[src/rtl/itrd_pkg.sv]
// Shared types and constants for the signed integer to radix digit converter.
`default_nettype none
package itrd_pkg;

  localparam int unsigned VALUE_W   = 32;
  localparam int unsigned CHAR_W    = 8;
  localparam int unsigned DIGIT_W   = 4;
  localparam int unsigned RADIX_W   = 5;
  localparam int unsigned NIBBLES   = VALUE_W / DIGIT_W;
  localparam int unsigned MAX_NDIG  = 32;
  localparam int unsigned NDIG_W    = 6;
  localparam int unsigned ALPHA_SLOTS = 16;

  localparam int unsigned CFG_IDX_W = 2;
  localparam int unsigned CFG_DATA_W = 64;

  // Register indexes on the configuration port.
  localparam logic [CFG_IDX_W-1:0] CFG_ALPHA_LEN = 2'd0;
  localparam logic [CFG_IDX_W-1:0] CFG_ALPHA_LO  = 2'd1;
  localparam logic [CFG_IDX_W-1:0] CFG_ALPHA_HI  = 2'd2;

  localparam logic [4:0]  RST_ALPHA_LEN = 5'd10;
  localparam logic [63:0] RST_ALPHA_LO  = 64'h3736353433323130;
  localparam logic [63:0] RST_ALPHA_HI  = 64'h0;

  localparam logic [CHAR_W-1:0] CH_TAB   = 8'd9;
  localparam logic [CHAR_W-1:0] CH_CR    = 8'd13;
  localparam logic [CHAR_W-1:0] CH_SPACE = 8'd32;
  localparam logic [CHAR_W-1:0] CH_PLUS  = 8'h2b;
  localparam logic [CHAR_W-1:0] CH_MINUS = 8'h2d;

  typedef enum logic [2:0] {
    ST_IDLE,
    ST_CHECK,
    ST_DIV,
    ST_SIGN,
    ST_EMIT
  } state_t;

  // One divide step: four quotient bits against a small radix.
  typedef struct packed {
    logic [DIGIT_W-1:0] rem;
    logic [DIGIT_W-1:0] nib;
    logic [RADIX_W-1:0] radix;
  } div_req_t;

  typedef struct packed {
    logic [DIGIT_W-1:0] quo;
    logic [DIGIT_W-1:0] rem;
  } div_rsp_t;

endpackage
`default_nettype wire

[src/rtl/itrd_divstep.sv]
// Shared divide-step unit: one quotient nibble and running remainder per cycle.
`default_nettype none
module itrd_divstep (
  input  itrd_pkg::div_req_t req,
  output itrd_pkg::div_rsp_t rsp
);
  import itrd_pkg::*;

  logic [RADIX_W-1:0] part;
  logic [DIGIT_W-1:0] qbits;

  always_comb begin
    part  = {1'b0, req.rem};
    qbits = '0;
    for (int b = DIGIT_W - 1; b >= 0; b--) begin
      part = {part[RADIX_W-2:0], req.nib[b]};
      if (part >= req.radix) begin
        part     = part - req.radix;
        qbits[b] = 1'b1;
      end
    end
    rsp.quo = qbits;
    rsp.rem = part[DIGIT_W-1:0];
  end

endmodule
`default_nettype wire

[src/rtl/itrd_cfg.sv]
// Alphabet registers, alphabet check and digit character lookup.
`default_nettype none
module itrd_cfg #(
  parameter int unsigned MAX_DIGITS = 16
) (
  input  logic                              clk,
  input  logic                              rst_n,
  input  logic                              cfg_valid,
  input  logic [itrd_pkg::CFG_IDX_W-1:0]    cfg_index,
  input  logic [itrd_pkg::CFG_DATA_W-1:0]   cfg_data,
  input  logic [itrd_pkg::DIGIT_W-1:0]      dig_idx,
  output logic [itrd_pkg::CHAR_W-1:0]       dig_char,
  output logic [itrd_pkg::RADIX_W-1:0]      radix
);
  import itrd_pkg::*;

  localparam logic [RADIX_W-1:0] LEN_CAP = RADIX_W'(MAX_DIGITS);

  logic [4:0]  alpha_len_r;
  logic [63:0] alpha_lo_r;
  logic [63:0] alpha_hi_r;

  always_ff @(posedge clk) begin
    if (!rst_n) begin
      alpha_len_r <= RST_ALPHA_LEN;
      alpha_lo_r  <= RST_ALPHA_LO;
      alpha_hi_r  <= RST_ALPHA_HI;
    end else if (cfg_valid) begin
      unique case (cfg_index)
        CFG_ALPHA_LEN: alpha_len_r <= cfg_data[4:0];
        CFG_ALPHA_LO:  alpha_lo_r  <= cfg_data;
        CFG_ALPHA_HI:  alpha_hi_r  <= cfg_data;
        default: ;
      endcase
    end
  end

  logic [2*64-1:0]            alpha_all;
  logic [CHAR_W-1:0]          ch [ALPHA_SLOTS];
  logic [RADIX_W-1:0]         len_cap;
  logic [RADIX_W-1:0]         n_used;
  logic [ALPHA_SLOTS-1:0]     used;
  logic                       bad;

  assign alpha_all = {alpha_hi_r, alpha_lo_r};
  assign dig_char  = alpha_all[dig_idx*CHAR_W +: CHAR_W];

  always_comb begin
    len_cap = (alpha_len_r > LEN_CAP) ? LEN_CAP : alpha_len_r;
    for (int i = 0; i < ALPHA_SLOTS; i++) begin
      ch[i] = alpha_all[i*CHAR_W +: CHAR_W];
    end
    // first zero byte inside the configured length ends the alphabet
    n_used = len_cap;
    for (int i = ALPHA_SLOTS - 1; i >= 0; i--) begin
      if ((RADIX_W'(i) < len_cap) && (ch[i] == '0)) n_used = RADIX_W'(i);
    end
    bad = 1'b0;
    for (int i = 0; i < ALPHA_SLOTS; i++) begin
      used[i] = RADIX_W'(i) < n_used;
      if (used[i] && (((ch[i] >= CH_TAB) && (ch[i] <= CH_CR)) || (ch[i] == CH_SPACE) ||
                      (ch[i] == CH_PLUS) || (ch[i] == CH_MINUS))) bad = 1'b1;
    end
    for (int i = 0; i < ALPHA_SLOTS; i++) begin
      for (int j = i + 1; j < ALPHA_SLOTS; j++) begin
        if (used[j] && (ch[i] == ch[j])) bad = 1'b1;
      end
    end
    radix = ((n_used >= RADIX_W'(2)) && !bad) ? n_used : '0;
  end

endmodule
`default_nettype wire

[src/rtl/signed_integer_to_radix_digits.sv]
// Top level: converts a signed 32-bit value into radix digit characters.
//
// Usage:
//  - Input channel in_valid/in_stall/in_value. A transaction is taken when
//    in_valid is high and in_stall is low; in_stall is high while a value is
//    being converted.
//  - Result channel out_valid/out_stall/out_character/out_last, one
//    transaction per character, '-' first for negative values, most
//    significant digit next, out_last on the final character.
//  - Config channel cfg_valid/cfg_ready/cfg_index/cfg_data, always ready.
//    Write only while idle. Index 0 alphabet length, 1 and 2 the alphabet.
//  - Order: an alphabet check, then each digit in the shared divide-step
//    unit (one quotient nibble per cycle), then the characters out, each
//    held while out_stall is high.
//  - An invalid alphabet drops the value with no output after the check cycle.
//  - Reset empties the output register and restores the base 8 alphabet.
//  - A stall on the result side holds the current character; the final
//    character may still wait while the next value is taken in.
`default_nettype none
module signed_integer_to_radix_digits #(
  parameter int unsigned MAX_DIGITS = 16
) (
  input  logic                             clk,
  input  logic                             rst_n,
  input  logic                             in_valid,
  output logic                             in_stall,
  input  logic signed [31:0]               in_value,
  output logic                             out_valid,
  input  logic                             out_stall,
  output logic [7:0]                       out_character,
  output logic                             out_last,
  input  logic                             cfg_valid,
  output logic                             cfg_ready,
  input  logic [itrd_pkg::CFG_IDX_W-1:0]   cfg_index,
  input  logic [itrd_pkg::CFG_DATA_W-1:0]  cfg_data
);
  import itrd_pkg::*;

  state_t              state_r, state_nxt;
  logic                neg_r, neg_nxt;
  logic [VALUE_W-1:0]  quo_r, quo_nxt;
  logic [DIGIT_W-1:0]  rem_r, rem_nxt;
  logic [RADIX_W-1:0]  radix_r, radix_nxt;
  logic [2:0]          step_r, step_nxt;
  logic [NDIG_W-1:0]   nd_r, nd_nxt;
  logic [DIGIT_W-1:0]  dig_buf_r [MAX_NDIG];
  logic                out_valid_r, out_valid_nxt;
  logic [CHAR_W-1:0]   out_char_r, out_char_nxt;
  logic                out_last_r, out_last_nxt;

  logic                buf_we;
  logic [NDIG_W-1:0]   nd_dec;
  logic [DIGIT_W-1:0]  dig_idx;
  logic [CHAR_W-1:0]   dig_char;
  logic [RADIX_W-1:0]  cfg_radix;
  logic                out_free;
  logic                in_take;
  logic [VALUE_W-1:0]  quo_shift;
  div_req_t            div_req;
  div_rsp_t            div_rsp;

  assign cfg_ready = 1'b1;

  itrd_cfg #(.MAX_DIGITS(MAX_DIGITS)) u_cfg (
    .clk      (clk),
    .rst_n    (rst_n),
    .cfg_valid(cfg_valid),
    .cfg_index(cfg_index),
    .cfg_data (cfg_data),
    .dig_idx  (dig_idx),
    .dig_char (dig_char),
    .radix    (cfg_radix)
  );

  assign div_req.rem   = rem_r;
  assign div_req.nib   = quo_r[VALUE_W-1 -: DIGIT_W];
  assign div_req.radix = radix_r;

  itrd_divstep u_div (
    .req(div_req),
    .rsp(div_rsp)
  );

  assign in_stall  = (state_r != ST_IDLE);
  assign in_take   = in_valid && !in_stall;
  assign out_free  = !out_valid_r || !out_stall;
  assign nd_dec    = nd_r - NDIG_W'(1);
  assign dig_idx   = dig_buf_r[nd_dec[4:0]];
  assign quo_shift = {quo_r[VALUE_W-DIGIT_W-1:0], div_rsp.quo};

  always_comb begin
    state_nxt     = state_r;
    neg_nxt       = neg_r;
    quo_nxt       = quo_r;
    rem_nxt       = rem_r;
    radix_nxt     = radix_r;
    step_nxt      = step_r;
    nd_nxt        = nd_r;
    buf_we        = 1'b0;
    out_valid_nxt = out_valid_r && out_stall;
    out_char_nxt  = out_char_r;
    out_last_nxt  = out_last_r;
    unique case (state_r)
      ST_IDLE: begin
        if (in_take) begin
          neg_nxt   = in_value[31];
          quo_nxt   = in_value[31] ? (~in_value + 32'd1) : in_value;
          state_nxt = ST_CHECK;
        end
      end
      ST_CHECK: begin
        radix_nxt = cfg_radix;
        rem_nxt   = '0;
        step_nxt  = '0;
        nd_nxt    = '0;
        state_nxt = (cfg_radix == '0) ? ST_IDLE : ST_DIV;
      end
      ST_DIV: begin
        quo_nxt  = quo_shift;
        rem_nxt  = div_rsp.rem;
        step_nxt = step_r + 3'd1;
        if (step_r == 3'(NIBBLES - 1)) begin
          buf_we  = 1'b1;
          nd_nxt  = nd_r + NDIG_W'(1);
          rem_nxt = '0;
          if ((quo_shift == '0) || (nd_r == NDIG_W'(MAX_NDIG - 1))) begin
            state_nxt = neg_r ? ST_SIGN : ST_EMIT;
          end
        end
      end
      ST_SIGN: begin
        if (out_free) begin
          out_valid_nxt = 1'b1;
          out_char_nxt  = CH_MINUS;
          out_last_nxt  = 1'b0;
          state_nxt     = ST_EMIT;
        end
      end
      ST_EMIT: begin
        if (out_free) begin
          out_valid_nxt = 1'b1;
          out_char_nxt  = dig_char;
          out_last_nxt  = (nd_r == NDIG_W'(1));
          nd_nxt        = nd_dec;
          if (nd_r == NDIG_W'(1)) state_nxt = ST_IDLE;
        end
      end
      default: state_nxt = ST_IDLE;
    endcase
  end

  always_ff @(posedge clk) begin
    if (!rst_n) begin
      state_r     <= ST_IDLE;
      out_valid_r <= 1'b0;
      nd_r        <= '0;
    end else begin
      state_r     <= state_nxt;
      out_valid_r <= out_valid_nxt;
      nd_r        <= nd_nxt;
    end
  end

  always_ff @(posedge clk) begin
    neg_r      <= neg_nxt;
    quo_r      <= quo_nxt;
    rem_r      <= rem_nxt;
    radix_r    <= radix_nxt;
    step_r     <= step_nxt;
    out_char_r <= out_char_nxt;
    out_last_r <= out_last_nxt;
    if (buf_we) dig_buf_r[nd_r[4:0]] <= div_rsp.rem;
  end

  assign out_valid     = out_valid_r;
  assign out_character = out_char_r;
  assign out_last      = out_last_r;

  a_take_check: assert property (@(posedge clk) disable iff (!rst_n)
    in_take |=> state_r == ST_CHECK)
    else $error("accepted value did not go to the alphabet check");

  a_div_radix: assert property (@(posedge clk) disable iff (!rst_n)
    state_r == ST_DIV |-> (radix_r >= RADIX_W'(2)) && ({1'b0, rem_r} < radix_r))
    else $error("divide step running with a bad radix or remainder");

  a_emit_nd: assert property (@(posedge clk) disable iff (!rst_n)
    (state_r == ST_EMIT || state_r == ST_SIGN) |-> (nd_r != '0) &&
    (nd_r <= NDIG_W'(MAX_NDIG)))
    else $error("digit count out of range while emitting");

  a_last_idle: assert property (@(posedge clk) disable iff (!rst_n)
    (state_r == ST_EMIT && out_free && nd_r == NDIG_W'(1)) |=>
    (state_r == ST_IDLE && out_valid_r && out_last_r))
    else $error("final digit did not close the transaction");

endmodule
`default_nettype wire
[config.mk]
export PLATFORM = sky130hd
export DESIGN_NAME = signed_integer_to_radix_digits
export DESIGN_NICKNAME = d
export VERILOG_FILES = /design/src/rtl/itrd_pkg.sv /design/src/rtl/itrd_divstep.sv /design/src/rtl/itrd_cfg.sv /design/src/rtl/signed_integer_to_radix_digits.sv
export SDC_FILE = /design/constraint.sdc
export NUM_CORES = 1
export LEC_CHECK = 0
export ABC_CLOCK_PERIOD_IN_PS = 10100
export BUFFER_PORTS_ARGS = -buffer_cell sky130_fd_sc_hd__buf_4
export CORE_ASPECT_RATIO = 0.75
export CORE_MARGIN = 2
export CORE_UTILIZATION = 55
export CTS_BUF_LIST = sky130_fd_sc_hd__clkbuf_2 sky130_fd_sc_hd__clkbuf_4 sky130_fd_sc_hd__clkbuf_8
export CTS_CLUSTER_DIAMETER = 40
export DETAILED_ROUTE_END_ITERATION = 8
export PLACE_DENSITY = 0.75
export SETUP_SLACK_MARGIN = 0.5
export SLEW_MARGIN = 10
export SYNTH_ARGS = -nofsm -noshare
export SYNTH_HDL_FRONTEND = slang
export SYNTH_SLANG_ARGS = --single-unit
[constraint.sdc]
create_clock -name clk -period 10.1 [get_ports clk]
set_input_delay 1.515 -clock clk [delete_from_list [all_inputs] [get_ports clk]]
set_output_delay 1.515 -clock clk [all_outputs]
set_load 0.02 [all_outputs]
==> summary.txt <==
Timing
  • Final setup viols: 0
  • Tmin final: between 8 and 9 ns
  • RSZ-0062 raised after global routing: false
  • Post-route setup slack: 1.335 ns
  • Slew Limit Fails: 0
  • Slew @ Worst Pin: about 1.3 ns
  • Max transition margin: between 10% and 20%
  • Final Cycle Share: 86.79%
  • Upper clock frequency limit: about 0.11 GHz
  • Layout Skew: 0.07823 ns
  • Hold WS: 0.4821 ns
  • TNS Setup: 0 ns
  • Hold Vio Cnt, Final: 0

Setup path
  • Worst setup EP type: flip-flop
  • Crit-path leading delay family: compound AO/OA/AOI/OAI gates
  • Slowest CP cell: o21a_1
  • Crit path buf inv count: 3
  • CP Data Arrival Time: around 9.1 ns
  • Crit Path Max Fanout: 32
  • Worst Setup Path Type: reg2reg
  • Slowest stage delay, CP: roughly 0.91 ns
  • Startpoint Class: flip-flop
  • CP most frequent cell: a21o_1
  • Critical path data required time: around 10 ns

Power
  • VDD IR max: between 0.9 and 1 mV
  • Leak: between 10 and 15 nW
  • PwrDens: between 200 and 300 nW/um2

Place
  • I/O Buffers: about 110
  • Post-Place Cell Area: between 30,000 and 40,000 um2
  • Placed Cells: a little under 4,000
  • DP Worst Slack: around 1.3 ns
  • Post-DP HPWL: approximately 66 mm
  • GP Congestion: between 1 and 1.5

Job
  • Max Cap Viol: 0

Layout
  • Synthesis-to-layout area growth: 9.316%
  • Final Cell Area: around 31,000 um2
  • FILL cells: between 4,000 and 5,000
  • Final #Nets: about 3,400
  • Non-filler cells, final: about 4,000
  • Share of layout cells above drive strength 1: 13.33%
  • Register area: between 8000 and 9000 um2
  • Multi-input logic area: between 15,000 and 20,000 um2

Drt
  • WL met1: about 41 mm
  • Initial DRC count: about 4,100
  • Met3 WL: 16.57 mm
  • DRC viols: 0
  • Drt first pass iters: 8
  • DR vias: ~26,000
  • WL met2: around 40 mm
  • Final wirelength: about 100 mm
  • Top layer reached by signal wires: met5
  • Via density: 6.585
  • Drt wl/cell: between 20 and 30 um
  • Detail Route Antenna Nets: 0

Min path
  • Hold WC Path Type: reg2reg

Floorplanning
  • Core ar.: ~52,000 um2
  • Die Wd: between 200 and 300 um
  • Starting density of the core: around 56%
  • Die Ht: around 200 um
  • Die area: about 54,000 um2
  • Site row count: 72
  • I/O pin total: 115

Synthesis
  • Distinct cells, synth: 82
  • Synth cell count leaders: xnor2_1 (643), xor2_1 (372), nand2_1 (337), clkbuf_1 (189), edfxtp_1 (182)
  • Sequential share of the synthesized area: 29.07%
  • Syn Nets: between 3,000 and 4,000
  • Synth top area share: approximately a fifth
  • Most common cell in the netlist: xnor2_1
  • Post-Syn Area per Cell: just under 9 um2
  • Post-Syn Area: roughly 29,000 um2
  • Most used DFF post-synth: edfxtp_1
  • Asr flop ratio synth: 0%
  • Synth warn: 0
  • Synthesized instance count: 3,277
  • Seq cells post-synth: 325
  • Area leader, netlist: xnor2_1
  • Synth area leaders: xnor2_1 (20%), edfxtp_1 (19%), xor2_1 (11%)
  • Post-synth EDFFs: between 150 and 200

Global routing
  • Initial antenna violation count: 0
  • Largest net degree at the start of global routing: 112
  • Total track usage: 37.69%
  • First-pass GRT wire length: ~150 mm
  • Grt total ovfl: 0
  • Vias in the first global route: about 25,000

Clock network
  • Num CTS Buffers: 54
  • Resized cells post-CTS: 0
  • Latest clock arrival within the worst-skew pair: ~0.72 ns
  • Post-CTS setup buffers: 0
  • Clock Sinks: 325
  • Clk buf depth: 3
  • CTS tree: yes
  • Clk root buf: clkbuf_8
  • CTS Hold Bufs: 0
  • CTS clk-pin slew, worst paths: approximately 0.06 ns
  • Depth of the CTS H-tree: 2

Outcome
  • Outcome: complete, no violations
cells in the final DEF (no fill, tap or decap), drive strengths merged, types with 5 or more instances in the layout:
cell type,instances
a31oi,5
nor2,159
nand2,337
a21oi,81
o211ai,12
o41ai,6
o22ai,7
o2111ai,7
nor3,18
or3,20
xnor2,643
clkbuf,82
a22o,11
o31ai,10
a21o,11
nor4,118
a21boi,102
a22oi,9
nand2b,20
clkinv,12
a2111oi,8
nand3b,6
ha,27
o211a,6
or2,8
nor2b,19
a211oi,42
or4,20
mux4,44
xor2,372
dfxtp,143
buf,256
inv,37
o21ai,82
nand4,168
and2,34
mux2i,45
edfxtp,182
nand3,52
per-layer routing:
layer  track usage [%]  vias up
li1                  -    11200
met1             53.18    12390
met2             50.17     2132
met3             13.62      508
met4             18.85        2
met5                 0        -
registers in the layout, summed over array words and instances (netlist names):
register	count
out_character	8
out_valid	1
neg_r	1
nd_r	6
u_cfg.alpha_lo_r	64
rem_r	4
u_cfg.alpha_len_r	5
out_last	1
u_cfg.alpha_hi_r	64
radix_r	5
dig_buf_r	128
state_r	3
quo_r	32
step_r	3
final cells by class:
| cell class | instances | area share (%) |
|---|---|---|
| tap | 703 | 2.809 |
| multi-input combinational | 2562 | 60.03 |
| sequential | 325 | 26.60 |
| clock inverter | 20 | 0.8230 |
| inverter | 34 | 0.4075 |
| timing repair buffer | 256 | 6.137 |
| antenna | 1 | 0.007990 |
| clock buffer | 82 | 3.184 |
worst register-to-register path: cells and delay by family, from the launching register on:
family / cells / cell delay, ns
flops: 1 / 0.52
compound gates: 17 / 5.09
buf+inv: 3 / 0.49
fa+ha+maj: 4 / 1.23
simple gates: 9 / 1.12
through the flow:
step                      util [%]  total power [W]
after floorplan                  -         0.005460
after global placement       58.34         0.006373
after detailed placement     58.34         0.006471
after CTS                    60.77         0.007822
after global routing         60.77         0.008246
final                        60.78         0.007837
cells by family (layout without fill, tap and decap cells):
family	Yosys count	after routing	synth area share, %
adders and majority gates	31	31	1.459
xor gates and xnor gates	1015	1015	31.03
buffers and inverters	390	392	5.472
AOI/OAI and AO/OA	431	431	10.39
DFF	325	325	29.07
other	1	2	0.01309
muxes	93	93	5.202
and+or+nand+nor	991	991	17.36
worst paths after layout:
check                                         start                                 to  slack [ns]  cells after the start
hold reg to reg   u_cfg.alpha_lo_r[52]$_SDFFE_PN1P_  u_cfg.alpha_lo_r[52]$_SDFFE_PN1P_        0.48                      2
setup reg to reg               radix_r[1]$_DFFE_PP_          dig_buf_r[7][3]$_DFFE_PP_        1.33                     33
setup / recovery               radix_r[1]$_DFFE_PP_          dig_buf_r[7][3]$_DFFE_PP_        1.33                     33
hold / removal    u_cfg.alpha_lo_r[52]$_SDFFE_PN1P_  u_cfg.alpha_lo_r[52]$_SDFFE_PN1P_        0.48                      2
report_power, final:
group,internal [W],switching [W],leakage [nW]
clock network,0.000748,0.000601,0.659
logic,0.00119,0.00258,7.79
registers,0.00264,0.0000706,2.84
total,0.00459,0.00325,11.3
No activity file was read; power rests on OpenSTA's default activity.
